==> config.mk <==
export PLATFORM = sky130hd
export DESIGN_NAME = board_command_packet_framer_core
export DESIGN_NICKNAME = d
export VERILOG_FILES = /design/src/hdl/bcpf_pkg.sv /design/src/hdl/bcpf_front.sv /design/src/hdl/bcpf_queue.sv /design/src/hdl/bcpf_back.sv /design/src/hdl/board_command_packet_framer_core.sv
export SDC_FILE = /design/constraint.sdc
export NUM_CORES = 1
export LEC_CHECK = 0
export CAP_MARGIN = 20
export CORE_AREA = 2 2 171 215
export DETAILED_ROUTE_END_ITERATION = 16
export DIE_AREA = 0 0 173 217
export DONT_BUFFER_PORTS = 1
export PLACE_DENSITY = 0.85
export SETUP_SLACK_MARGIN = 0.1
export SLEW_MARGIN = 10
export SYNTH_ARGS = -nofsm -noshare
export SYNTH_HDL_FRONTEND = slang
export SYNTH_SLANG_ARGS = --single-unit
==> constraint.sdc <==
create_clock -name clk -period 6 [get_ports clk]
set_input_delay 0 -clock clk [delete_from_list [all_inputs] [get_ports clk]]
set_output_delay 0 -clock clk [all_outputs]
set_load 0.05 [all_outputs]
==> src/hdl/bcpf_pkg.sv <==
// ----------------------------------------------------------------------------
// bcpf_pkg
// Shared types and constants of the board command packet framer: link word
// codes, command kinds, status codes and the frame descriptor.
// ----------------------------------------------------------------------------
package bcpf_pkg;

  localparam int SLOT_N = 10;

  // word slots of a descriptor, emitted from the lowest index up
  localparam int SLOT_PRE   = 0;
  localparam int SLOT_SEL   = 1;
  localparam int SLOT_DST   = 2;
  localparam int SLOT_OPEN  = 3;
  localparam int SLOT_HDR   = 4;
  localparam int SLOT_EL0   = 5;
  localparam int SLOT_EL1   = 6;
  localparam int SLOT_TRAIL = 7;
  localparam int SLOT_REQ   = 8;
  localparam int SLOT_ERR   = 9;

  typedef logic [SLOT_N-1:0] slot_mask_t;

  localparam logic [1:0] KIND_READ  = 2'd0;
  localparam logic [1:0] KIND_WRITE = 2'd1;
  localparam logic [1:0] KIND_MEM   = 2'd2;
  localparam logic [1:0] KIND_ORDER = 2'd3;

  localparam logic [1:0] STATUS_OK        = 2'd0;
  localparam logic [1:0] STATUS_BAD_COUNT = 2'd1;
  localparam logic [1:0] STATUS_BAD_DEST  = 2'd2;

  localparam logic [31:0] WORD_SYNC    = 32'h8fff0000;
  localparam logic [31:0] WORD_SELECT  = 32'h90000000;
  localparam logic [31:0] WORD_OPEN    = 32'hc0000000;
  localparam logic [31:0] WORD_REQUEST = 32'ha0000000;
  localparam logic [31:0] HDR_READ     = 32'h20000000;
  localparam logic [31:0] HDR_WRITE    = 32'h80000000;
  localparam logic [31:0] HDR_MEM      = 32'hc0000000;

  localparam logic [11:0] DEST_INVALID    = 12'hfff;
  localparam logic [11:0] ORDER_DEST_BASE = 12'h0ff;

  localparam int QUEUE_DEPTH = 4;
  localparam int QUEUE_AW    = 2;

  typedef struct packed {
    slot_mask_t  slots;
    logic [11:0] dest;
    logic [31:0] header;
    logic [31:0] word0;
    logic [31:0] word1;
    logic [1:0]  status;
  } desc_t;

endpackage

==> src/hdl/bcpf_front.sv <==
// ----------------------------------------------------------------------------
// bcpf_front
// Accepts command items, checks and tracks the active command and turns each
// item into a descriptor of the link words it causes.
// ----------------------------------------------------------------------------
module bcpf_front #(
  parameter int MAX_PAYLOAD_WORDS = 1024
) (
  input  logic            clk,
  input  logic            rst,
  input  logic            s_tvalid,
  output logic            s_tready,
  input  logic [1:0]      req_type,
  input  logic            first_item,
  input  logic [11:0]     dest,
  input  logic [9:0]      count,
  input  logic [13:0]     reg_addr,
  input  logic [31:0]     data_value,
  input  logic            wait_flag,
  input  logic [13:0]     wait_addr,
  input  logic [5:0]      mem_sel,
  input  logic [13:0]     start_addr,
  input  logic            board_mask_wr_en,
  input  logic [11:0]     board_mask_wr_data,
  input  logic            q_full,
  output logic            push,
  output bcpf_pkg::desc_t push_desc
);
  import bcpf_pkg::*;

  localparam logic [10:0] MAX_W = 11'(MAX_PAYLOAD_WORDS);

  logic [11:0] board_mask;
  logic [9:0]  elements_left;
  logic [1:0]  active_kind;
  logic [11:0] active_dest;

  logic        accept;
  logic        bad_count;
  logic        bad_dest;
  logic        start_ok;
  logic        do_elem;
  logic [1:0]  kind_use;
  logic [9:0]  cnt_use;
  logic [9:0]  left_after;

  assign s_tready = !q_full;
  assign accept   = s_tvalid && s_tready;

  assign kind_use   = first_item ? req_type : active_kind;
  assign cnt_use    = first_item ? count : elements_left;
  assign left_after = cnt_use - 10'd1;

  always_comb begin
    if (req_type == KIND_WRITE) begin
      bad_count = (count == 10'd0) || ({count, 1'b0} > MAX_W);
    end else begin
      bad_count = (count == 10'd0) || ({1'b0, count} > MAX_W);
    end
  end

  assign bad_dest = (req_type == KIND_READ) && (dest == DEST_INVALID);
  assign start_ok = first_item && (req_type != KIND_ORDER) && !bad_count && !bad_dest;
  assign do_elem  = start_ok || (!first_item && (elements_left != 10'd0));

  always_comb begin
    push_desc        = '0;
    push_desc.word1  = data_value;
    push_desc.dest   = first_item ? dest : active_dest;
    case (kind_use)
      KIND_READ:  push_desc.word0 = {18'd0, reg_addr};
      KIND_WRITE: push_desc.word0 = {3'd0, wait_flag, wait_addr, reg_addr};
      default:    push_desc.word0 = data_value;
    endcase
    case (req_type)
      KIND_READ:  push_desc.header = HDR_READ | {8'd0, count, 14'd0};
      KIND_WRITE: push_desc.header = HDR_WRITE | {8'd0, count, 14'd0};
      default:    push_desc.header = HDR_MEM | {2'd0, mem_sel, count, start_addr};
    endcase
    if (first_item && (req_type == KIND_ORDER)) begin
      push_desc.slots[SLOT_PRE]   = 1'b1;
      push_desc.slots[SLOT_SEL]   = 1'b1;
      push_desc.slots[SLOT_DST]   = 1'b1;
      push_desc.slots[SLOT_OPEN]  = 1'b1;
      push_desc.slots[SLOT_HDR]   = 1'b1;
      push_desc.slots[SLOT_TRAIL] = 1'b1;
      push_desc.header            = '0;
      push_desc.dest              = ORDER_DEST_BASE | board_mask;
    end else if (first_item && !start_ok) begin
      push_desc.slots[SLOT_ERR] = 1'b1;
      push_desc.status          = bad_count ? STATUS_BAD_COUNT : STATUS_BAD_DEST;
    end else if (do_elem) begin
      push_desc.slots[SLOT_SEL]   = first_item;
      push_desc.slots[SLOT_DST]   = first_item;
      push_desc.slots[SLOT_OPEN]  = first_item;
      push_desc.slots[SLOT_HDR]   = first_item;
      push_desc.slots[SLOT_EL0]   = 1'b1;
      push_desc.slots[SLOT_EL1]   = (kind_use == KIND_WRITE);
      push_desc.slots[SLOT_TRAIL] = (left_after == 10'd0);
      push_desc.slots[SLOT_REQ]   = (left_after == 10'd0) && (kind_use == KIND_READ);
    end
  end

  assign push = accept && (push_desc.slots != '0);

  always_ff @(posedge clk) begin
    if (rst) begin
      board_mask    <= '0;
      elements_left <= '0;
      active_kind   <= KIND_READ;
      active_dest   <= '0;
    end else begin
      if (board_mask_wr_en) begin
        board_mask <= board_mask_wr_data;
      end
      if (accept) begin
        if (first_item) begin
          elements_left <= start_ok ? left_after : 10'd0;
          if (start_ok) begin
            active_kind <= req_type;
            active_dest <= dest;
          end
        end else if (elements_left != 10'd0) begin
          elements_left <= left_after;
        end
      end
    end
  end

endmodule

==> src/hdl/bcpf_queue.sv <==
// ----------------------------------------------------------------------------
// bcpf_queue
// Short descriptor queue between the front and back parts of the framer.
// ----------------------------------------------------------------------------
module bcpf_queue (
  input  logic            clk,
  input  logic            rst,
  input  logic            push,
  input  bcpf_pkg::desc_t push_desc,
  output logic            full,
  input  logic            pop,
  output logic            empty,
  output bcpf_pkg::desc_t head
);
  import bcpf_pkg::*;

  desc_t               entries [QUEUE_DEPTH];
  logic [QUEUE_AW-1:0] wr_ptr;
  logic [QUEUE_AW-1:0] rd_ptr;
  logic [QUEUE_AW:0]   fill;

  assign full  = (fill == (QUEUE_AW + 1)'(QUEUE_DEPTH));
  assign empty = (fill == '0);
  assign head  = entries[rd_ptr];

  always_ff @(posedge clk) begin
    if (push) begin
      entries[wr_ptr] <= push_desc;
    end
  end

  always_ff @(posedge clk) begin
    if (rst) begin
      wr_ptr <= '0;
      rd_ptr <= '0;
      fill   <= '0;
    end else begin
      if (push) begin
        wr_ptr <= wr_ptr + 1'b1;
      end
      if (pop) begin
        rd_ptr <= rd_ptr + 1'b1;
      end
      case ({push, pop})
        2'b10:   fill <= fill + 1'b1;
        2'b01:   fill <= fill - 1'b1;
        default: fill <= fill;
      endcase
    end
  end

  a_fill_bound: assert property (@(posedge clk) disable iff (rst)
    fill <= (QUEUE_AW + 1)'(QUEUE_DEPTH))
    else $error("queue fill above depth");

  a_no_overrun: assert property (@(posedge clk) disable iff (rst)
    (full && !pop) |-> !push)
    else $error("push into full queue");

endmodule

==> src/hdl/bcpf_back.sv <==
// ----------------------------------------------------------------------------
// bcpf_back
// Walks the word slots of the head descriptor and sends one link word per
// cycle, while the output is ready, through a registered output stage.
// ----------------------------------------------------------------------------
module bcpf_back (
  input  logic            clk,
  input  logic            rst,
  input  logic            q_empty,
  input  bcpf_pkg::desc_t q_head,
  output logic            pop,
  output logic            m_tvalid,
  input  logic            m_tready,
  output logic [31:0]     m_tdata,
  output logic            m_tlast,
  output logic [2:0]      m_tuser
);
  import bcpf_pkg::*;

  slot_mask_t  done;
  slot_mask_t  remaining;
  slot_mask_t  sel;
  slot_mask_t  rest;
  logic        load;
  logic [31:0] word;
  logic        eof;
  logic [1:0]  status;

  assign remaining = q_head.slots & ~done;
  assign sel       = remaining & (~remaining + 1'b1);
  assign rest      = remaining & ~sel;
  assign load      = !q_empty && (!m_tvalid || m_tready);
  assign pop       = load && (rest == '0);

  always_comb begin
    word   = '0;
    eof    = 1'b0;
    status = STATUS_OK;
    if (sel[SLOT_PRE] || sel[SLOT_SEL]) begin
      word = WORD_SYNC;
      eof  = 1'b1;
    end else if (sel[SLOT_DST]) begin
      word = WORD_SELECT | {4'd0, q_head.dest, 16'd0};
      eof  = 1'b1;
    end else if (sel[SLOT_OPEN]) begin
      word = WORD_OPEN;
    end else if (sel[SLOT_HDR]) begin
      word = q_head.header;
    end else if (sel[SLOT_EL0]) begin
      word = q_head.word0;
    end else if (sel[SLOT_EL1]) begin
      word = q_head.word1;
    end else if (sel[SLOT_TRAIL]) begin
      eof = 1'b1;
    end else if (sel[SLOT_REQ]) begin
      word = WORD_REQUEST | {4'd0, q_head.dest, 16'd0};
      eof  = 1'b1;
    end else if (sel[SLOT_ERR]) begin
      status = q_head.status;
    end
  end

  always_ff @(posedge clk) begin
    if (rst) begin
      m_tvalid <= 1'b0;
      done     <= '0;
    end else begin
      if (load) begin
        m_tvalid <= 1'b1;
        done     <= (rest == '0) ? '0 : (done | sel);
      end else if (m_tready) begin
        m_tvalid <= 1'b0;
      end
    end
  end

  always_ff @(posedge clk) begin
    if (load) begin
      m_tdata <= word;
      m_tlast <= eof;
      m_tuser <= {status, rest == '0};
    end
  end

  a_head_has_work: assert property (@(posedge clk) disable iff (rst)
    !q_empty |-> (remaining != '0))
    else $error("queued descriptor with no words left");

  a_done_clear_idle: assert property (@(posedge clk) disable iff (rst)
    q_empty |-> (done == '0))
    else $error("slot progress left over with empty queue");

  a_error_form: assert property (@(posedge clk) disable iff (rst)
    (m_tvalid && (m_tuser[2:1] != STATUS_OK)) |-> (m_tuser[0] && !m_tlast && m_tdata == '0))
    else $error("malformed error item");

endmodule

==> src/hdl/board_command_packet_framer_core.sv <==
// ----------------------------------------------------------------------------
// board_command_packet_framer_core
// Command frame builder for a front-end board link.
// ----------------------------------------------------------------------------
// Each input item is one command element; it yields zero to seven link words
// on the output, one word per clock when the output is ready. An item causes
// one word for a read or memory element, two for a write element, one more on
// the last element of a command for the trailer and one more again for the
// request frame of a read, up to seven for the first item of a command
// (select, destination, data header, element, trailer and request frames). The
// output word stage sets the word rate; the front part takes a new item every
// cycle as long as its four-entry descriptor queue has room, so item intake
// and word output stall independently of each other.
// ----------------------------------------------------------------------------
module board_command_packet_framer_core #(
  parameter int MAX_PAYLOAD_WORDS = 1024
) (
  input  logic         clk,
  input  logic         rst,
  input  logic         s_tvalid,
  output logic         s_tready,
  // dest, count, reg_addr, data_value, wait_flag, wait_addr, mem_sel,
  // start_addr, zero pad
  input  logic [103:0] s_tdata,
  // req_type, first_item
  input  logic [2:0]   s_tuser,
  input  logic         board_mask_wr_en,
  input  logic [11:0]  board_mask_wr_data,
  output logic         m_tvalid,
  input  logic         m_tready,
  // link_word
  output logic [31:0]  m_tdata,
  // end_of_frame
  output logic         m_tlast,
  // last_result, status
  output logic [2:0]   m_tuser
);
  import bcpf_pkg::*;

  desc_t push_desc;
  desc_t q_head;
  logic  push;
  logic  pop;
  logic  q_full;
  logic  q_empty;

  bcpf_front #(
    .MAX_PAYLOAD_WORDS(MAX_PAYLOAD_WORDS)
  ) u_front (
    .clk               (clk),
    .rst               (rst),
    .s_tvalid          (s_tvalid),
    .s_tready          (s_tready),
    .req_type          (s_tuser[1:0]),
    .first_item        (s_tuser[2]),
    .dest              (s_tdata[11:0]),
    .count             (s_tdata[21:12]),
    .reg_addr          (s_tdata[35:22]),
    .data_value        (s_tdata[67:36]),
    .wait_flag         (s_tdata[68]),
    .wait_addr         (s_tdata[82:69]),
    .mem_sel           (s_tdata[88:83]),
    .start_addr        (s_tdata[102:89]),
    .board_mask_wr_en  (board_mask_wr_en),
    .board_mask_wr_data(board_mask_wr_data),
    .q_full            (q_full),
    .push              (push),
    .push_desc         (push_desc)
  );

  bcpf_queue u_queue (
    .clk      (clk),
    .rst      (rst),
    .push     (push),
    .push_desc(push_desc),
    .full     (q_full),
    .pop      (pop),
    .empty    (q_empty),
    .head     (q_head)
  );

  bcpf_back u_back (
    .clk     (clk),
    .rst     (rst),
    .q_empty (q_empty),
    .q_head  (q_head),
    .pop     (pop),
    .m_tvalid(m_tvalid),
    .m_tready(m_tready),
    .m_tdata (m_tdata),
    .m_tlast (m_tlast),
    .m_tuser (m_tuser)
  );

endmodule
Word level (Yosys, flattened, before mapping)
Memories as Yosys holds them, arrays and structs flattened. A register that Yosys moved wholly into a read port is not among the register bits.
Index checks and enable logic that the tools add are counted.
- output and inout port bits: 38
- word-level logic and storage cells: 121
- flip-flop bits (word level): 90
- memories kept: 1
- memory bits (writable): 480
- multiplexer cells: 41
- equality and inequality tests: 8
- reductions and logical operators: 40
- magnitude comparators: 2
- add/sub/neg operators: 6
- bitwise gates (word level): 8
- memories (name ; words ; width ; read ports ; clocked after memory_dff ; write ports ; RTL line ; RTL):
    u_queue.entries ; 4 ; 120 ; 1 ; 1 ; 1 ; bcpf_queue.sv:17 ; desc_t entries [QUEUE_DEPTH];
- operators by type and width (kind ; count):
    $mux W32 ; 5
    $pmux W32 S2 ; 2
    $mux W10 ; 5
    $mux W45 ; 1
    $mux W31 ; 1
    $and A10 B10 Y10 ; 3
    $logic_not A10 Y1 ; 3
    $not A10 Y10 ; 3
    $mux W29 ; 1
    $reduce_bool A10 Y1 ; 2
    $mux W2 ; 8
    $mux W8 ; 2
    $mux W1 ; 13
    $eq A12 B12 Y1 const B ; 1
    $logic_and A1 B1 Y1 ; 12
    $mux W12 ; 1
    $gt A10 B11 Y1 const B ; 1
    $gt A11 B11 Y1 const B ; 1
    $add A10 B1 Y10 const B ; 1
    $or A10 B10 Y10 ; 1
    $sub A10 B1 Y10 const B ; 1
    $reduce_or A9 Y1 ; 1
    $logic_not A1 Y1 ; 7
    $eq A2 B1 Y1 const B ; 3
    17 further kinds ; 26

Depth between registers and ports, before layout
- word-level depth: 14
- gate-level depth with buffers: 13
- mapped depth without buffers: 11

Hierarchy
Synthesis repeated with hierarchy kept, for this count alone.
- cells, all modules: 1292
- area total of the unflattened synthesis: 23144.7 um^2
- by module, submodules not included (module ; cells an instance ; area each (um^2) ; times used):
    bcpf_queue ; 673 ; 17742.0 ; 1
    bcpf_back ; 256 ; 2707.6 ; 1
    bcpf_front ; 363 ; 2695.1 ; 1

Least setup slack after synthesis
OpenSTA, ideal clock, no wires.
- kind: reg-to-reg
- start: register u_back.m_tvalid
- end: register u_queue.fill[2]
- setup slack: 1.601 ns
- stages on the path, launching flop included: 10
- arrival: 4.328 ns
- path buffers: 0
- path through: dfxtp_1 > a21oi_1 > nand2_1 > nor2_2 > ha_1 > inv_1 > fa_1 > xor2_1 > or3_1 > a21oi_1
- cells in the longest elaborated chain, start to end: 6
- elaborated cells between the ends (all ways): 8
- RTL lines (item ; RTL line ; RTL):
    from (decl) ; bcpf_back.sv:12 ; output logic m_tvalid,
    from (signal assigned) ; bcpf_back.sv:65 ; m_tvalid <= 1'b0;
    from (signal assigned) ; bcpf_back.sv:69 ; m_tvalid <= 1'b1;
    from (signal assigned) ; bcpf_back.sv:72 ; m_tvalid <= 1'b0;
    $logic_not A1 Y1 * ; bcpf_back.sv:32 ; assign load = !q_empty && (!m_tvalid || m_tready);
    $logic_or A1 B1 Y1 * ; bcpf_back.sv:32 ;
    $logic_and A1 B1 Y1 * ; bcpf_back.sv:32 ;
    via u_back.load ; bcpf_back.sv:24 ; logic load;
    $logic_and A1 B1 Y1 * ; bcpf_back.sv:33 ; assign pop = load && (rest == '0);
    via pop ; board_command_packet_framer_core.sv:43 ; logic pop;
    $eq A2 B1 Y1 or $eq A2 B2 Y1 (tied branches) ; bcpf_queue.sv:44 ; case ({push, pop})
    $pmux W3 S2 or $reduce_bool A2 Y1 (tied branches) ; -- ;
    to (signal assigned) ; bcpf_queue.sv:45 ; 2'b10: fill <= fill + 1'b1;
    to (signal assigned) ; bcpf_queue.sv:46 ; 2'b01: fill <= fill - 1'b1;
    to (signal assigned) ; bcpf_queue.sv:47 ; default: fill <= fill;
    to (decl) ; bcpf_queue.sv:20 ; logic [QUEUE_AW:0] fill;
The timed path passes the listed nets; every way through them passes the cells marked *.
A chain may end at the register's enable or synchronous reset.

==> impl_metrics.env <==
export IMPL_status="completed"
export IMPL_grtUsageMet2=0.522
export IMPL_firstDrtPassIters=8
export IMPL_syn_nets=1384
export IMPL_synth_top_family_by_area="multiplexers"
export IMPL_worst_slack_ps=1890
export IMPL_vias=13100
export IMPL_yosysWarnings=0
export IMPL_final_util=0.720
export IMPL_p_sw_mw=2.45
export IMPL_clock_path_buffers=3
export IMPL_power_frac_comb=0.125
export IMPL_clock_fmax_mhz=243
export IMPL_grt_antenna_before_repair=1
export IMPL_grt_pass1_vias=13300
export IMPL_hold_viol=0
export IMPL_synthMuxAreaShare=0.135
export IMPL_ys_ff_latch=552
export IMPL_critPathMaxFanout=38
export IMPL_start_util=0.621
export IMPL_pwr_share_seq=0.535
export IMPL_rsz0062_at_grt="false"
export IMPL_grt_ovfl_total=0
export IMPL_top_usage_layer="met2"
export IMPL_synthAdderAreaFrac=0.00581
export IMPL_cp_start_kind="register"
export IMPL_antenna_left=0
export IMPL_routed_wl_mm=55.1
export IMPL_switching_share=0.264
export IMPL_maxSlewViolCount=0
export IMPL_critical_path_arrival_ps=4600
export IMPL_worstHoldPathType="input port to register"
export IMPL_synth_simple_gate_area_frac=0.0533
export IMPL_grt_max_degree=59
export IMPL_die_area_sq_um=37500
export IMPL_place_worst_setup_slack_ps=2010
export IMPL_finalSetupViolCount=0
export IMPL_crit_path_cell_trace="mux4_2 -> a22o_1 -> maj3_1 -> o32a_4 -> nor2_2 -> ha_1 -> inv_1 -> fa_1 -> xor2_1 -> or3_1 -> a21oi_1"
export IMPL_num_io_pins=162
export IMPL_pwr_share_clk=0.340
export IMPL_crit_slowest_cell="dfxtp_4"
export IMPL_core_area_sq_um=35700
export IMPL_nets=1531
export IMPL_port_buffers=0
export IMPL_cts_buffers=50
export IMPL_period_share=0.685
export IMPL_total_power_mw=9.32
export IMPL_p_leak_nw=8.48
export IMPL_syn_avg_cell_area_sq_um=17.7
export IMPL_synthArstFlopShare=0
export IMPL_grtUsageMet3=0.0487
export IMPL_clock_skew_ps=20.1
export IMPL_multi_input_area_sq_um=5760
export IMPL_max_slew_margin=0.214
export IMPL_syn_area_sq_um=22200
export IMPL_synth_compound_area_frac=0.0586
export IMPL_drcViolationCount=0
export IMPL_layout_drive_gt1_share=0.160
export IMPL_drv_cap=0
export IMPL_critPathBufInv=1
export IMPL_path_delay_family="adder cells"
export IMPL_clock_sinks=552
export IMPL_seq_area_sq_um=16100
export IMPL_crit_path_end_kind="register"
export IMPL_fill_cells=1995
export IMPL_path_class="register to register"
export IMPL_area_growth_syn_to_layout_pct=16.0
export IMPL_ys_flop_type="edfxtp_1"
export IMPL_ff2ff_path_depth=11
export IMPL_dieHeight_um=217
export IMPL_p_int_mw=6.86
export IMPL_met1_usage=0.366
export IMPL_tightest_slew_ps=1180
export IMPL_clk_pin_slew_ps=60
export IMPL_htree_levels=2
export IMPL_tns_ps=0
export IMPL_synthXorXnorAreaFrac=0.00513
export IMPL_ir_drop_mv=0.303
export IMPL_cts_root_buf="clkbuf_16"
export IMPL_grt_usage=0.295
export IMPL_gp_congestion=0.850
export IMPL_synth_edf_count=504
export IMPL_dr_first_iter_drc_count=1910
export IMPL_grt_pass1_wl_mm=82.2
export IMPL_synth_cell_type_count=60
export IMPL_cts_tree="built"
export IMPL_viasPerCell=6.81
export IMPL_cts_setup_buffers=0
export IMPL_slowest_delay_ps=720
export IMPL_wl_per_cell_um=28.7
export IMPL_worst_path_stages=11
export IMPL_row_count=78
export IMPL_fin_crit_ps=4110
export IMPL_dp_hpwl_mm=30.7
export IMPL_synth_cells=1252
export IMPL_die_x_um=173
export IMPL_ys_seq_area_frac=0.726
export IMPL_cp_required_ps=6490
export IMPL_pwr_density_cell_nw_per_um2=362
export IMPL_whs_path_depth=3
export IMPL_worstSkewPairLatency_ps=580
-- cells in the mapped netlist, types with 2 or more instances --
cell type,instances,share of area
nor3_2,2,0.00090
mux4_2,117,0.12
nand2b_1,5,0.0014
o21ai_0,36,0.0081
a221oi_1,13,0.0051
o22a_1,9,0.0036
clkbuf_1,43,0.0073
o2111ai_1,2,0.00079
xnor2_1,5,0.0020
a31oi_1,3,0.00085
a211o_1,2,0.00079
buf_1,7,0.0012
buf_6,2,0.0010
a21oi_1,53,0.012
o21ai_1,4,0.00090
ha_1,7,0.0039
nor3b_1,5,0.0017
a2bb2oi_1,11,0.0043
a22o_1,22,0.0087
a21boi_0,3,0.0010
nand3_1,8,0.0018
a22oi_1,18,0.0061
mux2i_1,30,0.014
nor3_1,12,0.0027
or3_1,8,0.0023
dfxtp_1,48,0.043
o32a_1,2,0.00090
nand4_1,4,0.0011
inv_1,22,0.0037
xor2_1,8,0.0032
buf_2,12,0.0027
a211oi_1,2,0.00068
nor2_1,61,0.010
nand4b_1,2,0.00079
nor2b_1,7,0.0020
edfxtp_1,504,0.68
and2_1,36,0.010
mux2_2,6,0.0030
nor4_1,5,0.0014
nand2_1,86,0.015
-- state kept, by name, indices dropped and copies added (netlist names), named ones only --
name                   cells
u_back.m_tvalid            1
u_back.m_tuser             3
u_front.elements_left     10
u_queue.fill               3
u_queue.entries          468
u_queue.rd_ptr             2
u_front.active_dest       12
u_back.m_tlast             1
u_back.done               10
u_front.active_kind        2
u_front.board_mask         4
u_queue.wr_ptr             2
u_back.m_tdata            32
-- cell usage in the layout, fill, tap and decap left out, drive strengths merged, types with 9 or more instances in the layout --
master       instances
edfxtp             504
dlygate4sd3        135
mux4               117
nand2               86
clkbuf              64
nor2                62
a21oi               53
dfxtp               48
o21ai               41
and2                36
mux2i               30
buf                 24
inv                 23
a22o                22
clkinv              19
a22oi               18
nor3                14
a221oi              13
a2bb2oi             11
o22a                 9
-- cells by family (layout without fill, tap and decap cells) --
logic type,count (synthesis),count (layout)
AOI/OAI and AO/OA,191,191
xor gates and xnor gates,13,13
adders and majority gates,10,10
buffers and inverters,86,272
DFF,552,552
muxes,153,153
other,0,3
and+or+nand+nor,247,247
-- final timing paths --
check                      end      startpoint  slack [ps]
min reg2reg     u_back.done[0]  u_back.done[0]         490
max            u_queue.fill[2]        register        1890
min          u_queue.wr_ptr[0]      s_tuser[2]          30
max reg2reg    u_queue.fill[2]        register        1890
-- power groups by stage --
stage | Combinational [mW] | Sequential, mW | Clock [mW]
after floorplan | 0.700 | 5.01 | 0
after global placement | 0.974 | 5.01 | 0
after detailed placement | 1.01 | 5.04 | 0
after global routing | 1.22 | 5.00 | 3.32
final | 1.16 | 4.98 | 3.17
after CTS | 1.13 | 4.97 | 3.18
-- layer usage --
metal  routed length [um]  vias up
met5                    0        -
met4                 2420        0
met3                 4610      187
met2                29200      945
met1                18900     6633
li1                     -     5316
-- cell type report --
type,instances,share of cell area
antenna,3,0.000292
clock buffer,64,0.0515
clock inverter,27,0.0109
inverter,22,0.00321
multi-input combinational,614,0.224
sequential,552,0.626
tap,480,0.0234
timing repair buffer,159,0.0605
-- stage by stage --
| step | cell area, sq um | hold WS (ps) | std cells |
|---|---|---|---|
| floorplan | 22200 | 98.9 | 1252 |
| global placement | 22700 | 74.1 | 1689 |
| detailed placement | 22700 | 77.9 | 1689 |
| CTS | 25700 | 1.03 | 1917 |
| global route | 25700 | 14.8 | 1919 |
| finish | 25700 | 30.2 | 1921 |
-- tightest hold or removal path: stages --
cell,delay (ps)
o21a_1,350
xnor2_1,120
nor2_1,80
-- what timing repair did --
action	in CTS	in global routing
hold endpoints to repair	500	0
gates resized for setup	0	0
hold buffers	137	0
endpoints found under the setup margin	0	0
Power figures use the tool's default switching activity.
